[src/rtl/core/array_list_engine_assert.svh]
// ----------------------------------------------------------------------------
// array_list_engine assertion macros
// Shared concurrent assertion forms, clocked on clk and disabled in reset.
// ----------------------------------------------------------------------------
`ifndef ARRAY_LIST_ENGINE_ASSERT_SVH
`define ARRAY_LIST_ENGINE_ASSERT_SVH

// same-cycle implication
`define ALE_ASSERT_IMP(label, ante, cons, msg) \
    label: assert property (@(posedge clk) disable iff (!rst_n) (ante) |-> (cons)) \
        else $error(msg);

// next-cycle implication
`define ALE_ASSERT_NEXT(label, ante, cons, msg) \
    label: assert property (@(posedge clk) disable iff (!rst_n) (ante) |=> (cons)) \
        else $error(msg);

`endif

[src/rtl/core/ale_pkg.sv]
`timescale 1ns / 1ps
// ----------------------------------------------------------------------------
// ale_pkg
// Shared constants, op codes and controller/datapath link types.
// ----------------------------------------------------------------------------
package ale_pkg;

    localparam int DEF_CAPACITY = 128;

    localparam int OP_W    = 3;
    localparam int VALUE_W = 32;
    localparam int POS_W   = 7;
    localparam int COUNT_W = 8;

    localparam logic [OP_W-1:0] OP_APPEND     = 3'd0;
    localparam logic [OP_W-1:0] OP_DEL_LAST   = 3'd1;
    localparam logic [OP_W-1:0] OP_DEL_AT     = 3'd2;
    localparam logic [OP_W-1:0] OP_SEARCH     = 3'd3;
    localparam logic [OP_W-1:0] OP_SEARCH_DEL = 3'd4;

    // controller -> datapath
    typedef struct packed {
        logic capture;   // latch request, clear result
        logic append;    // write value at count, count + 1
        logic dec;       // count - 1
        logic set_ok;
        logic ptr_zero;  // start scan at entry 0
        logic ptr_pin;   // start shift at position_in + 1
        logic hit;       // record match, start shift after it
        logic rd_en;     // read entry at ptr, advance ptr
        logic shift_wr;  // write read data one place down
        logic publish;   // load output register
    } ale_cmd_t;

    // datapath -> controller
    typedef struct packed {
        logic [OP_W-1:0] op;
        logic            full;
        logic            empty;
        logic            pin_ok;
        logic            ptr_end;
        logic            rv;
        logic            match;
    } ale_status_t;

endpackage

[src/rtl/core/ale_req_if.sv]
`timescale 1ns / 1ps
// ----------------------------------------------------------------------------
// ale_req_if
// Request channel: valid/ready with op, value and position.
// ----------------------------------------------------------------------------
interface ale_req_if;
    logic                                valid;
    logic                                ready;
    logic [ale_pkg::OP_W-1:0]            op;
    logic signed [ale_pkg::VALUE_W-1:0]  value;
    logic [ale_pkg::POS_W-1:0]           position_in;

    modport source (output valid, output op, output value, output position_in, input ready);
    modport sink   (input valid, input op, input value, input position_in, output ready);
endinterface

[src/rtl/core/ale_rsp_if.sv]
`timescale 1ns / 1ps
// ----------------------------------------------------------------------------
// ale_rsp_if
// Result channel: valid/ready with flag, position and count.
// ----------------------------------------------------------------------------
interface ale_rsp_if;
    logic                         valid;
    logic                         ready;
    logic                         ok;
    logic [ale_pkg::POS_W-1:0]    position_out;
    logic [ale_pkg::COUNT_W-1:0]  count_out;

    modport source (output valid, output ok, output position_out, output count_out, input ready);
    modport sink   (input valid, input ok, input position_out, input count_out, output ready);
endinterface

[src/rtl/core/array_list_engine.sv]
`timescale 1ns / 1ps
// ----------------------------------------------------------------------------
// array_list_engine
// Packed list of signed 32-bit values with append, remove and search.
// ----------------------------------------------------------------------------
// Usage:
//   req carries one item per request: op, value, position_in. It is taken
//   when valid and ready are high at a clock edge; ready is high only while
//   the sequencer is idle, so one request is worked on at a time and the
//   next one is taken only once the last result is in the output register.
//   rsp carries one item per request: ok, position_out, count_out.
//   Append, remove last, an unknown op and an index out of range finish
//   straight after dispatch. A search walks up from entry 0 until the first
//   match or the end of the list; a remove at index shifts every entry above
//   it one place down; a search+remove scans, then shifts on a hit.
//   The walks read the entry memory one entry per cycle.
//   Reset (rst_n low) empties the list and drops any pending result; the
//   entry memory itself is not cleared, only entries below count are read.
//   A result sits in the output register until rsp.ready; meanwhile the
//   next request is accepted and worked on, and it waits only at the very
//   end for the output register to free up.
// ----------------------------------------------------------------------------
module array_list_engine
#(
    parameter int CAPACITY = ale_pkg::DEF_CAPACITY
)
(
    input  logic      clk,
    input  logic      rst_n,
    ale_req_if.sink   req,
    ale_rsp_if.source rsp
);

    // command / status link between sequencer and datapath
    ale_pkg::ale_cmd_t    cmd;
    ale_pkg::ale_status_t status;

    ale_ctrl u_ctrl
    (
        .clk       (clk),
        .rst_n     (rst_n),
        .in_valid  (req.valid),
        .in_ready  (req.ready),
        .out_valid (rsp.valid),
        .out_ready (rsp.ready),
        .status    (status),
        .cmd       (cmd)
    );

    // memory, count, scan pointer and output register
    ale_dpath
    #(
        .CAPACITY (CAPACITY)
    )
    u_dpath
    (
        .clk          (clk),
        .rst_n        (rst_n),
        .cmd          (cmd),
        .status       (status),
        .op           (req.op),
        .value        (req.value),
        .position_in  (req.position_in),
        .ok           (rsp.ok),
        .position_out (rsp.position_out),
        .count_out    (rsp.count_out)
    );

endmodule

[src/rtl/core/ale_ctrl.sv]
`timescale 1ns / 1ps
// ----------------------------------------------------------------------------
// ale_ctrl
// Sequencer: dispatches a request, runs scan and shift walks, hands result.
// ----------------------------------------------------------------------------
`include "array_list_engine_assert.svh"

module ale_ctrl
(
    input  logic                  clk,
    input  logic                  rst_n,
    input  logic                  in_valid,
    output logic                  in_ready,
    output logic                  out_valid,
    input  logic                  out_ready,
    input  ale_pkg::ale_status_t  status,
    output ale_pkg::ale_cmd_t     cmd
);

    typedef enum logic [2:0] {
        S_IDLE,
        S_DISP,
        S_SCAN,
        S_SHIFT,
        S_FIN
    } state_t;

    state_t state_reg;
    state_t state_next;
    logic   out_valid_reg;
    logic   out_valid_next;

    always_comb
    begin
        cmd            = '0;
        state_next     = state_reg;
        out_valid_next = out_valid_reg && !out_ready;
        unique case (state_reg)
            S_IDLE:
            begin
                if (in_valid)
                begin
                    cmd.capture = 1'b1;
                    state_next  = S_DISP;
                end
            end
            S_DISP:
            begin
                state_next = S_FIN;
                unique case (status.op) inside
                    ale_pkg::OP_APPEND:
                    begin
                        if (!status.full)
                        begin
                            cmd.append = 1'b1;
                            cmd.set_ok = 1'b1;
                        end
                    end
                    ale_pkg::OP_DEL_LAST:
                    begin
                        if (!status.empty)
                        begin
                            cmd.dec    = 1'b1;
                            cmd.set_ok = 1'b1;
                        end
                    end
                    ale_pkg::OP_DEL_AT:
                    begin
                        if (status.pin_ok)
                        begin
                            cmd.ptr_pin = 1'b1;
                            state_next  = S_SHIFT;
                        end
                    end
                    ale_pkg::OP_SEARCH, ale_pkg::OP_SEARCH_DEL:
                    begin
                        cmd.ptr_zero = 1'b1;
                        state_next   = S_SCAN;
                    end
                    default:
                    begin
                        state_next = S_FIN;
                    end
                endcase
            end
            S_SCAN:
            begin
                if (status.match)
                begin
                    cmd.hit    = 1'b1;
                    state_next = (status.op == ale_pkg::OP_SEARCH) ? S_FIN : S_SHIFT;
                end
                else if (status.ptr_end)
                begin
                    state_next = S_FIN;
                end
                else
                begin
                    cmd.rd_en = 1'b1;
                end
            end
            S_SHIFT:
            begin
                cmd.shift_wr = status.rv;
                if (!status.ptr_end)
                begin
                    cmd.rd_en = 1'b1;
                end
                else if (!status.rv)
                begin
                    cmd.dec    = 1'b1;
                    cmd.set_ok = 1'b1;
                    state_next = S_FIN;
                end
            end
            S_FIN:
            begin
                if (!out_valid_reg || out_ready)
                begin
                    cmd.publish    = 1'b1;
                    out_valid_next = 1'b1;
                    state_next     = S_IDLE;
                end
            end
            default:
            begin
                state_next = S_IDLE;
            end
        endcase
    end

    always_ff @(posedge clk or negedge rst_n)
    begin
        if (!rst_n)
        begin
            state_reg     <= S_IDLE;
            out_valid_reg <= 1'b0;
        end
        else
        begin
            state_reg     <= state_next;
            out_valid_reg <= out_valid_next;
        end
    end

    assign in_ready  = (state_reg == S_IDLE);
    assign out_valid = out_valid_reg;

    `ALE_ASSERT_IMP(a_publish_slot_free, cmd.publish, !out_valid_reg || out_ready, "result overwritten before taken")
    `ALE_ASSERT_NEXT(a_publish_shows, cmd.publish, out_valid_reg && state_reg == S_IDLE, "published result not shown")
    `ALE_ASSERT_IMP(a_rv_in_walk, status.rv, state_reg == S_SCAN || state_reg == S_SHIFT, "read data outside a walk")

endmodule

[src/rtl/core/ale_dpath.sv]
`timescale 1ns / 1ps
// ----------------------------------------------------------------------------
// ale_dpath
// Entry memory, count, walk pointer, comparator and result register.
// ----------------------------------------------------------------------------
`include "array_list_engine_assert.svh"

module ale_dpath
#(
    parameter int CAPACITY = ale_pkg::DEF_CAPACITY
)
(
    input  logic                                clk,
    input  logic                                rst_n,
    input  ale_pkg::ale_cmd_t                   cmd,
    output ale_pkg::ale_status_t                status,
    input  logic [ale_pkg::OP_W-1:0]            op,
    input  logic signed [ale_pkg::VALUE_W-1:0]  value,
    input  logic [ale_pkg::POS_W-1:0]           position_in,
    output logic                                ok,
    output logic [ale_pkg::POS_W-1:0]           position_out,
    output logic [ale_pkg::COUNT_W-1:0]         count_out
);

    localparam int AW = $clog2(CAPACITY);
    localparam int CW = $clog2(CAPACITY + 1);
    localparam int PW = (CW > ale_pkg::POS_W) ? CW : ale_pkg::POS_W;

    logic signed [ale_pkg::VALUE_W-1:0] mem [CAPACITY];

    logic [ale_pkg::OP_W-1:0]            op_reg;
    logic signed [ale_pkg::VALUE_W-1:0]  value_reg;
    logic [ale_pkg::POS_W-1:0]           pin_reg;
    logic [CW-1:0]                       count_reg;
    logic [CW-1:0]                       ptr_reg;
    logic [CW-1:0]                       raddr_reg;
    logic                                rv_reg;
    logic signed [ale_pkg::VALUE_W-1:0]  rdata_reg;
    logic                                ok_reg;
    logic [AW-1:0]                       pos_reg;
    logic                                res_ok_reg;
    logic [ale_pkg::POS_W-1:0]           res_pos_reg;
    logic [ale_pkg::COUNT_W-1:0]         res_count_reg;

    logic                                we;
    logic [AW-1:0]                       wa;
    logic signed [ale_pkg::VALUE_W-1:0]  wd;
    logic [CW-1:0]                       raddr_dec;

    // shift writes land one place below the address the data came from
    assign raddr_dec = raddr_reg - CW'(1);
    assign we        = cmd.append || cmd.shift_wr;
    assign wa        = cmd.append ? count_reg[AW-1:0] : raddr_dec[AW-1:0];
    assign wd        = cmd.append ? value_reg : rdata_reg;

    always_ff @(posedge clk)
    begin
        if (we)
        begin
            mem[wa] <= wd;
        end
        if (cmd.rd_en)
        begin
            rdata_reg <= mem[ptr_reg[AW-1:0]];
        end
    end

    always_ff @(posedge clk)
    begin
        if (cmd.capture)
        begin
            op_reg    <= op;
            value_reg <= value;
            pin_reg   <= position_in;
        end
        if (cmd.rd_en)
        begin
            raddr_reg <= ptr_reg;
        end
        if (cmd.capture)
        begin
            pos_reg <= '0;
        end
        else if (cmd.hit)
        begin
            pos_reg <= raddr_reg[AW-1:0];
        end
        if (cmd.ptr_zero)
        begin
            ptr_reg <= '0;
        end
        else if (cmd.ptr_pin)
        begin
            ptr_reg <= CW'(pin_reg) + CW'(1);
        end
        else if (cmd.hit)
        begin
            ptr_reg <= raddr_reg + CW'(1);
        end
        else if (cmd.rd_en)
        begin
            ptr_reg <= ptr_reg + CW'(1);
        end
        if (cmd.publish)
        begin
            res_ok_reg    <= ok_reg;
            res_pos_reg   <= ale_pkg::POS_W'(pos_reg);
            res_count_reg <= ale_pkg::COUNT_W'(count_reg);
        end
    end

    always_ff @(posedge clk or negedge rst_n)
    begin
        if (!rst_n)
        begin
            count_reg <= '0;
            rv_reg    <= 1'b0;
            ok_reg    <= 1'b0;
        end
        else
        begin
            rv_reg <= cmd.rd_en;
            if (cmd.append)
            begin
                count_reg <= count_reg + CW'(1);
            end
            else if (cmd.dec)
            begin
                count_reg <= count_reg - CW'(1);
            end
            if (cmd.capture)
            begin
                ok_reg <= 1'b0;
            end
            else if (cmd.set_ok || cmd.hit)
            begin
                ok_reg <= 1'b1;
            end
        end
    end

    always_comb
    begin
        status         = '0;
        status.op      = op_reg;
        status.full    = (count_reg == CW'(CAPACITY));
        status.empty   = (count_reg == '0);
        status.pin_ok  = (PW'(pin_reg) < PW'(count_reg));
        status.ptr_end = (ptr_reg >= count_reg);
        status.rv      = rv_reg;
        status.match   = rv_reg && (rdata_reg == value_reg);
    end

    assign ok           = res_ok_reg;
    assign position_out = res_pos_reg;
    assign count_out    = res_count_reg;

    `ALE_ASSERT_IMP(a_count_range, 1'b1, count_reg <= CW'(CAPACITY), "count above capacity")
    `ALE_ASSERT_IMP(a_one_writer, cmd.append, !cmd.shift_wr, "two memory writes in one cycle")
    `ALE_ASSERT_IMP(a_read_in_range, cmd.rd_en, ptr_reg < CW'(CAPACITY), "read beyond capacity")

endmodule

[src/flat_wrapper.sv]
// flat-port wrapper written by rule: the top's interface ports become plain ports
module array_list_engine_flat 
#(
    parameter int CAPACITY = ale_pkg::DEF_CAPACITY
)
  (clk, rst_n, req_valid, req_op, req_value, req_position_in, req_ready, rsp_valid, rsp_ok, rsp_position_out, rsp_count_out, rsp_ready);
  ale_req_if req_i ();
  ale_rsp_if rsp_i ();
  input  logic clk;
  input  logic rst_n;
  input wire logic [$bits(req_i.valid)-1:0] req_valid;
  input wire logic [$bits(req_i.op)-1:0] req_op;
  input wire logic [$bits(req_i.value)-1:0] req_value;
  input wire logic [$bits(req_i.position_in)-1:0] req_position_in;
  output wire logic [$bits(req_i.ready)-1:0] req_ready;
  output wire logic [$bits(rsp_i.valid)-1:0] rsp_valid;
  output wire logic [$bits(rsp_i.ok)-1:0] rsp_ok;
  output wire logic [$bits(rsp_i.position_out)-1:0] rsp_position_out;
  output wire logic [$bits(rsp_i.count_out)-1:0] rsp_count_out;
  input wire logic [$bits(rsp_i.ready)-1:0] rsp_ready;
  assign req_i.valid = req_valid;
  assign req_i.op = req_op;
  assign req_i.value = req_value;
  assign req_i.position_in = req_position_in;
  assign req_ready = req_i.ready;
  assign rsp_valid = rsp_i.valid;
  assign rsp_ok = rsp_i.ok;
  assign rsp_position_out = rsp_i.position_out;
  assign rsp_count_out = rsp_i.count_out;
  assign rsp_i.ready = rsp_ready;
  array_list_engine #(.CAPACITY(CAPACITY)) u_core (.clk(clk), .rst_n(rst_n), .req(req_i), .rsp(rsp_i));
endmodule
[config.mk]
export PLATFORM = sky130hd
export DESIGN_NAME = array_list_engine_flat
export DESIGN_NICKNAME = d
export VERILOG_FILES = /design/src/rtl/core/ale_pkg.sv /design/src/rtl/core/ale_req_if.sv /design/src/rtl/core/ale_rsp_if.sv /design/src/rtl/core/array_list_engine.sv /design/src/rtl/core/ale_ctrl.sv /design/src/rtl/core/ale_dpath.sv /design/src/flat_wrapper.sv
export VERILOG_INCLUDE_DIRS = /design/src /design/src/rtl/core
export SDC_FILE = /design/constraint.sdc
export NUM_CORES = 2
export LEC_CHECK = 0
export CORE_ASPECT_RATIO = 1.2
export CORE_MARGIN = 3
export CORE_UTILIZATION = 45
export CTS_BUF_LIST = sky130_fd_sc_hd__clkbuf_16
export DETAILED_ROUTE_END_ITERATION = 10
export DONT_BUFFER_PORTS = 1
export GPL_ROUTABILITY_DRIVEN = 0
export SLEW_MARGIN = 20
export SYNTH_ARGS = -nofsm -noshare
export SYNTH_HDL_FRONTEND = slang
export SYNTH_SLANG_ARGS = --single-unit
[constraint.sdc]
create_clock -name clk -period 9 [get_ports clk]
set_input_delay 0.9 -clock clk [delete_from_list [all_inputs] [get_ports clk]]
set_output_delay 0.9 -clock clk [all_outputs]
set_load 0.005 [all_outputs]
---- Yosys cells after proc, flatten, opt, wreduce, memory -nomap -nowiden ----
Memory sizes are Yosys's and may differ from the RTL's. A register that Yosys moved wholly into a read port is not among the register bits.
Index checks and enable logic that the tools add are counted.
storage, ports and cells
  bits in registers ....................... 95
  memories kept ........................... 1
  input bits .............................. 46
  RAM bits ................................ 4096
memories
  memory              words  width  read ports  clocked after memory_dff  write ports  line             source
  u_core.u_dpath.mem  128    32     1           1                         1            ale_dpath.sv:29  logic signed [ale_pkg::VALUE_W-1:0] mem [CAPACITY];
operators by class
  $add $sub $neg .......................... 6
  eq/ne operators ......................... 15
  reduce and logical (&&, ||, !) cells .... 15
  $lt $le $gt $ge ......................... 2
  muxes and demuxes ....................... 46
operator list
  kind                                               count
  two-way mux 8 bit                                  5
  == test 32 bit                                     1
  two-way mux 32 bit                                 1
  adder 8 x 1 -> 8 bit (second input constant)       3
  two-way mux 3 bit                                  8
  two-way mux 1 bit                                  22
  case mux 3 bit (5 select lines)                    1
  == test 3 x 2 -> 1 bit (second input constant)     4
  adder 7 x 1 -> 8 bit (second input constant)       1
  == test 8 bit (second input constant)              1
  >= comparator 8 bit                                1
  zero test 8 bit                                    1
  < comparator 7 x 8 -> 1 bit                        1
  two-way mux 2 bit                                  4
  != test 2 bit (second input constant)              4
  subtractor 8 x 1 -> 8 bit (second input constant)  1
  two-way mux 7 bit                                  1
  subtractor 7 x 1 -> 7 bit (second input constant)  1
  == test 3 x 1 -> 1 bit (second input constant)     2
  == test 3 bit (second input constant)              2
  zero test 3 bit                                    2
  case mux 3 bit (2 select lines)                    1
  AND reduction 5 bit                                1
  case mux 1 bit (2 select lines)                    2
  other kinds (8)                                    13

---- Longest topological paths before layout ----
  depth after elaboration ................. 7
  gate-level depth with buffers ........... 16
  depth with buffers taken out ............ 15

---- Hierarchy ----
From an unflattened synthesis, not the netlist that was laid out.
second synthesis, totals
  cells, all modules ...................... 7760
  area total of the unflattened synthesis .. 162398.3 µm²
modules (own cells, without submodules)
  module     area an instance (µm²)  cells an instance  sequential area each (µm²)  instances
  ale_dpath  161990.4                7706               126491.3                    1
  ale_ctrl   407.9                   54                 100.1                       1

---- Worst setup path after synthesis ----
OpenSTA, ideal clock, no wires.
  path type ............................... register -> register
  start ................................... register u_core.u_dpath.count_reg[0]
  end ..................................... memory u_core.u_dpath.mem[0][13] (netlist bit) (data pin)
  path buffers ............................ 3
  library setup time ...................... 1199 ps
  cell stages (with the launch flop) ...... 8
  required time ........................... 7801 ps
  arrival ................................. 6931 ps
  slack ................................... 871 ps
  path through ............................ dfrtp_1 or4_1 nor4_1 a21oi_1 buf_2 buf_2 buf_1 o21ai_0
on the way
  longest elaborated chain between the ends .. 5
ends and longest elaborated chain
  element                          line              source
  start: declaration               ale_dpath.sv:34   logic [CW-1:0] count_reg;
  start signal: assignment         ale_dpath.sv:125  count_reg <= count_reg + CW'(1);
  start signal: assignment         ale_dpath.sv:129  count_reg <= count_reg - CW'(1);
  == test 8 bit                    ale_dpath.sv:146  status.full = (count_reg == CW'(CAPACITY));
  two-way mux 1 bit                ale_ctrl.sv:53    if (!status.full)
  two-way mux 1 bit                ale_ctrl.sv:50    unique case (status.op) inside
  two-way mux 1 bit                ale_ctrl.sv:38    unique case (state_reg)
  two-way mux 32 bit               ale_dpath.sv:54   assign wd = cmd.append ? value_reg : rdata_reg;
  via u_core.u_dpath.wd (one bit)  ale_dpath.sv:47   logic signed [ale_pkg::VALUE_W-1:0] wd;
  end: declaration                 ale_dpath.sv:29
The timed path passes the listed nets, and every way through them passes these cells.

---- Final worst setup path ----
  start ................................... register u_core.u_dpath.count_reg[0]
  end ..................................... memory u_core.u_dpath.mem[76][6] (netlist bit), enable pin
on the way
  longest elaborated chain between the ends .. 7
  elaborated cells between the ends (all ways) .. 8
ends and longest elaborated chain
  element                                  line              source
  == test 8 bit                            ale_dpath.sv:146
  two-way mux 1 bit                        ale_ctrl.sv:53
  two-way mux 1 bit                        ale_ctrl.sv:50
  two-way mux 1 bit                        ale_ctrl.sv:38
  logical OR 1 bit                         ale_dpath.sv:52   assign we = cmd.append || cmd.shift_wr;
  two-way mux 1 bit                        ale_dpath.sv:58   if (we)
  two-way mux 1 bit (not written as such)  ale_dpath.sv:60   mem[wa] <= wd;
Parallel ways exist; a longest one is shown, timed or not.

==> metrics list <==
- The run finished with clean final reports.
- After detailed routing, the number of remaining DRC violations is 0.
* Starting density of the core: 0.453
- Number of clock sinks: 4223
- Global-route congestion overflow total: 0
* Number of global-route vias before repair: 72600
* Transition time of the tightest slew-check pin: 1330 ps
* Data arrival at the endpoint of the critical path: 6200 ps
* Synthesis-to-layout area growth: 12.7%
- The count of buffers added on input and output ports is 0.
* Post-route clock period utilization: 0.625
* Starting DRT DRC Count: ~9600
- Final-stage net count: 6785
* Number of setup violations in the final report: 0
- Via density: 6.20
- The initial antenna violation count came to 46.
- Once the clock tree was built, the setup fixing pass inserted 0 buffers.
* Type of the worst setup path: reg2reg
- A synthesized cell averages ~25 um^2.
- In this run the critical register-to-register path is launched from u_core.u_dpath.count_reg[0].
* Class of the tightest hold or removal check: in2reg
* Number of clock buffers inserted by TritonCTS: 398
* Crit path capture type: flip-flop
- Synth area leaders: sky130_fd_sc_hd__edfxtp_1 78%, sky130_fd_sc_hd__mux4_2 19%, sky130_fd_sc_hd__mux2_2 0.45%, sky130_fd_sc_hd__clkbuf_1 0.41%, sky130_fd_sc_hd__nor2_1 0.38%
- Once detail routing completed, the nets flagged for antenna violations numbered 0.
- Instance count of the mapped netlist: between 6000 and 7000
- Post-Syn Area: 0.162 mm^2
- For the worst flop-to-flop path, the logic depth is 9.
* Die Span Y: 663 um
- For this run, the register share of the synthesized area comes to 0.782.
- Final critical path time including I/O delays and setup: 5620 ps
* Total global routing track utilization: 0.227
- Detailed routing inserted a total of 73000 vias.
- Of all nets on the critical path, the largest fanout is 23.
* Largest net degree at the start of global routing: 155
- Rows: between 200 and 250
- Yosys mapped the design onto 65 distinct sky130hd cell types.
- The layout has 27000 filler cells.
- Number of top-level pins: 64
* Endpoint of the lowest-slack register-to-register path: u_core.u_dpath.mem[76][6]
- CTS tree: done
* Most used flip-flop cell after synthesis: sky130_fd_sc_hd__edfxtp_1
- Setup repair after global routing missed its margin: no
- Number of iterations in the first detailed-routing pass: 5
- Reg2reg setup slack: 3380 ps
* Synthesized flop and latch total: 4223
* Cell total after placement: 11000
* FFs w/ async S/R, synth: 0.00332
- FMAX: between 0.15 and 0.2 GHz
- Max-cap violations in this run came to 0.
- Kind of start point of the critical path: flip-flop
* VDD IR-drop max: 225 uV
- After legalization and detailed placement, the total HPWL measured ~250 mm.
* Hold Crit Endpoint: u_core.u_dpath.value_reg[21]
* Global-route wire length before repair: between 500 and 600 mm
- Nets in the synthesized netlist: 6510
- Power spread over the standard cell area amounts to 311 mW/mm^2.
- The H-tree generated during clock tree synthesis spans 5 levels.
- The count of final max-slew check failures is 0.
- From left edge to right edge, the die measures 554 um.
* Hold wc startpoint: req_value[21]
- The final-report hold violation count was 0.
- Layout cell share with drive strength beyond 1: 0.334
- The Yosys step of the flow raised 0 warnings.
- Adding up every negative setup slack in the final design gives 0 ps.
- The worst pin sits at a relative slew slack of 0.111.
- Clock transition time at the flip-flop clock pins of the worst setup and hold paths: 70 ps
- The clock passes through at most 4 buffers.
- The synthesized design contains 4194 enable-type register cells.
- Summed over all cells, the static leakage comes to 0.0549 uW.
- Of the post-synthesis cell area, the dominant cell type holds 0.778.
- Resized cells post-CTS: 0
- Yosys top cell by area: sky130_fd_sc_hd__edfxtp_1
- Later-pin clock latency in the skew report: 960 ps
- Largest register FFs: 4096
- Non-filler instance count after layout: 11800
- The die covers ~0.37 mm^2.
* Endpoint required time on the critical path: 9580 ps
- Worst clock skew: ~63 ps
- Final routed wire length divided by cell count: ~36 um
- Clock root cell: sky130_fd_sc_hd__clkbuf_16
* Standard cell core area: 0.357 mm^2
- After detailed routing, the total wire length is 418 mm.
- Along the worst hold path, the cell count comes to 0.
power breakdown:
group | leakage (uW) | internal [uW] | switching (uW) | total (uW)
sequential | 0.0380 | 23600 | 567 | 24200
clock | 0.00657 | 9540 | 7190 | 16700
combinational | 0.0104 | 6090 | 9810 | 15900
total | 0.0549 | 39300 | 17600 | 56800
synthesized netlist by cell type, drive strengths merged (20+ instances only):
master     n
buf      148
ha        22
clkbuf   178
nand2     54
nor2     165
inv       27
xor2      23
a21oi     20
mux4    1344
edfxtp  4194
mux2      66
per-stage QoR:
stage               total power [uW]  hold WS [ps]  utilization  area [um^2]  worst slack (ps)
finish                         56800          46.8        0.511       182000              3380
global route                   58500         -3.43        0.511       182000              3300
CTS                            57300         0.736        0.510       182000              3530
detailed placement             40600           423        0.474       169000              3580
global placement               40400           414        0.474       169000              3420
floorplan                      33700           403            -       162000               871
critical path: stages, from the launching register on:
cell and delay, ps:
sky130_fd_sc_hd__dfrtp_1 510, sky130_fd_sc_hd__or4_1 580, sky130_fd_sc_hd__nor4_1 540, sky130_fd_sc_hd__a21oi_4 310
sky130_fd_sc_hd__nand2_1 160, sky130_fd_sc_hd__o21ai_0 130, sky130_fd_sc_hd__nor2_1 990, sky130_fd_sc_hd__nand2_1 800
sky130_fd_sc_hd__nor2_4 740, sky130_fd_sc_hd__buf_4 430
logic make-up (layout without fill, tap and decap cells):
kind of cell,Yosys count,in the layout,share of synthesized area
buffers and inverters,353,944,0.00937
flip-flops,4223,4223,0.782
XOR/XNOR,39,39,0.00211
adder cells (fa/ha/maj),23,23,0.00182
other,0,17,0
AO/OA/AOI/OAI,94,94,0.00452
multiplexers,1414,1414,0.192
AND/OR/NAND/NOR,295,295,0.00837
what timing repair did:
item                       in CTS  in global routing
hold endpoints to repair       14                  0
hold buffers                    1                  0
setup endpoints to repair       0                  0
metal layers:
metal,track usage,share of wire,vias up
li1,-,-,28600
met5,0,0.00022,-
met4,0.0681,0.032,14
met2,0.348,0.47,3392
met1,0.331,0.40,40400
met3,0.0464,0.093,563
worst max path at each step:
stage / start / to
final: u_core.u_dpath.count_reg[0] / u_core.u_dpath.mem[76][6]
after global placement: u_core.u_dpath.count_reg[0] / u_core.u_dpath.mem[56][18]
after CTS: u_core.u_dpath.count_reg[0] / u_core.u_dpath.mem[76][9]
after detailed placement: u_core.u_dpath.count_reg[0] / u_core.u_dpath.mem[76][6]
after global routing: u_core.u_dpath.count_reg[0] / u_core.u_dpath.mem[76][6]
after floorplan: u_core.u_dpath.count_reg[0] / u_core.u_dpath.mem[0][13]
cell type report:
type                    count  area [um^2]  share of cell area
flip-flops and latches   4223       127000               0.694
multi-input cells        1865        34900               0.191
clock buffers             407        10200              0.0558
well taps                4719         5900              0.0324
clock inverters           309         2700              0.0148
repair buffers            201         2000              0.0110
inverters                  27          101            0.000555
diodes                     17         42.5            0.000233
placed cells by master, fill, tap and decap left out, types with 7 or more instances in the layout:
master	Yosys	routed
sky130_fd_sc_hd__inv_1	27	97
sky130_fd_sc_hd__buf_16	0	9
sky130_fd_sc_hd__nor3_1	7	7
sky130_fd_sc_hd__mux2_4	0	30
sky130_fd_sc_hd__nand3_2	1	9
sky130_fd_sc_hd__nor2_1	165	35
sky130_fd_sc_hd__clkinv_2	0	72
sky130_fd_sc_hd__a21oi_1	20	19
sky130_fd_sc_hd__inv_6	0	11
sky130_fd_sc_hd__buf_4	2	165
sky130_fd_sc_hd__buf_12	0	24
sky130_fd_sc_hd__dfxtp_1	15	8
sky130_fd_sc_hd__clkinv_1	0	80
sky130_fd_sc_hd__mux2_2	65	34
sky130_fd_sc_hd__nor2b_1	13	13
sky130_fd_sc_hd__nand2b_1	8	8
sky130_fd_sc_hd__xnor2_1	16	16
sky130_fd_sc_hd__nor2_4	0	129
sky130_fd_sc_hd__dfrtp_1	14	14
sky130_fd_sc_hd__diode_2	0	17
sky130_fd_sc_hd__ha_1	22	22
sky130_fd_sc_hd__bufinv_16	0	47
sky130_fd_sc_hd__o21ai_0	14	13
sky130_fd_sc_hd__nand2_1	54	54
sky130_fd_sc_hd__xor2_1	23	23
sky130_fd_sc_hd__clkinvlp_4	0	20
sky130_fd_sc_hd__a211oi_1	10	10
sky130_fd_sc_hd__edfxtp_1	4194	4194
sky130_fd_sc_hd__mux4_2	1344	1344
sky130_fd_sc_hd__or4_1	8	8
sky130_fd_sc_hd__clkbuf_16	0	407
(Power assumes the default switching activity.)
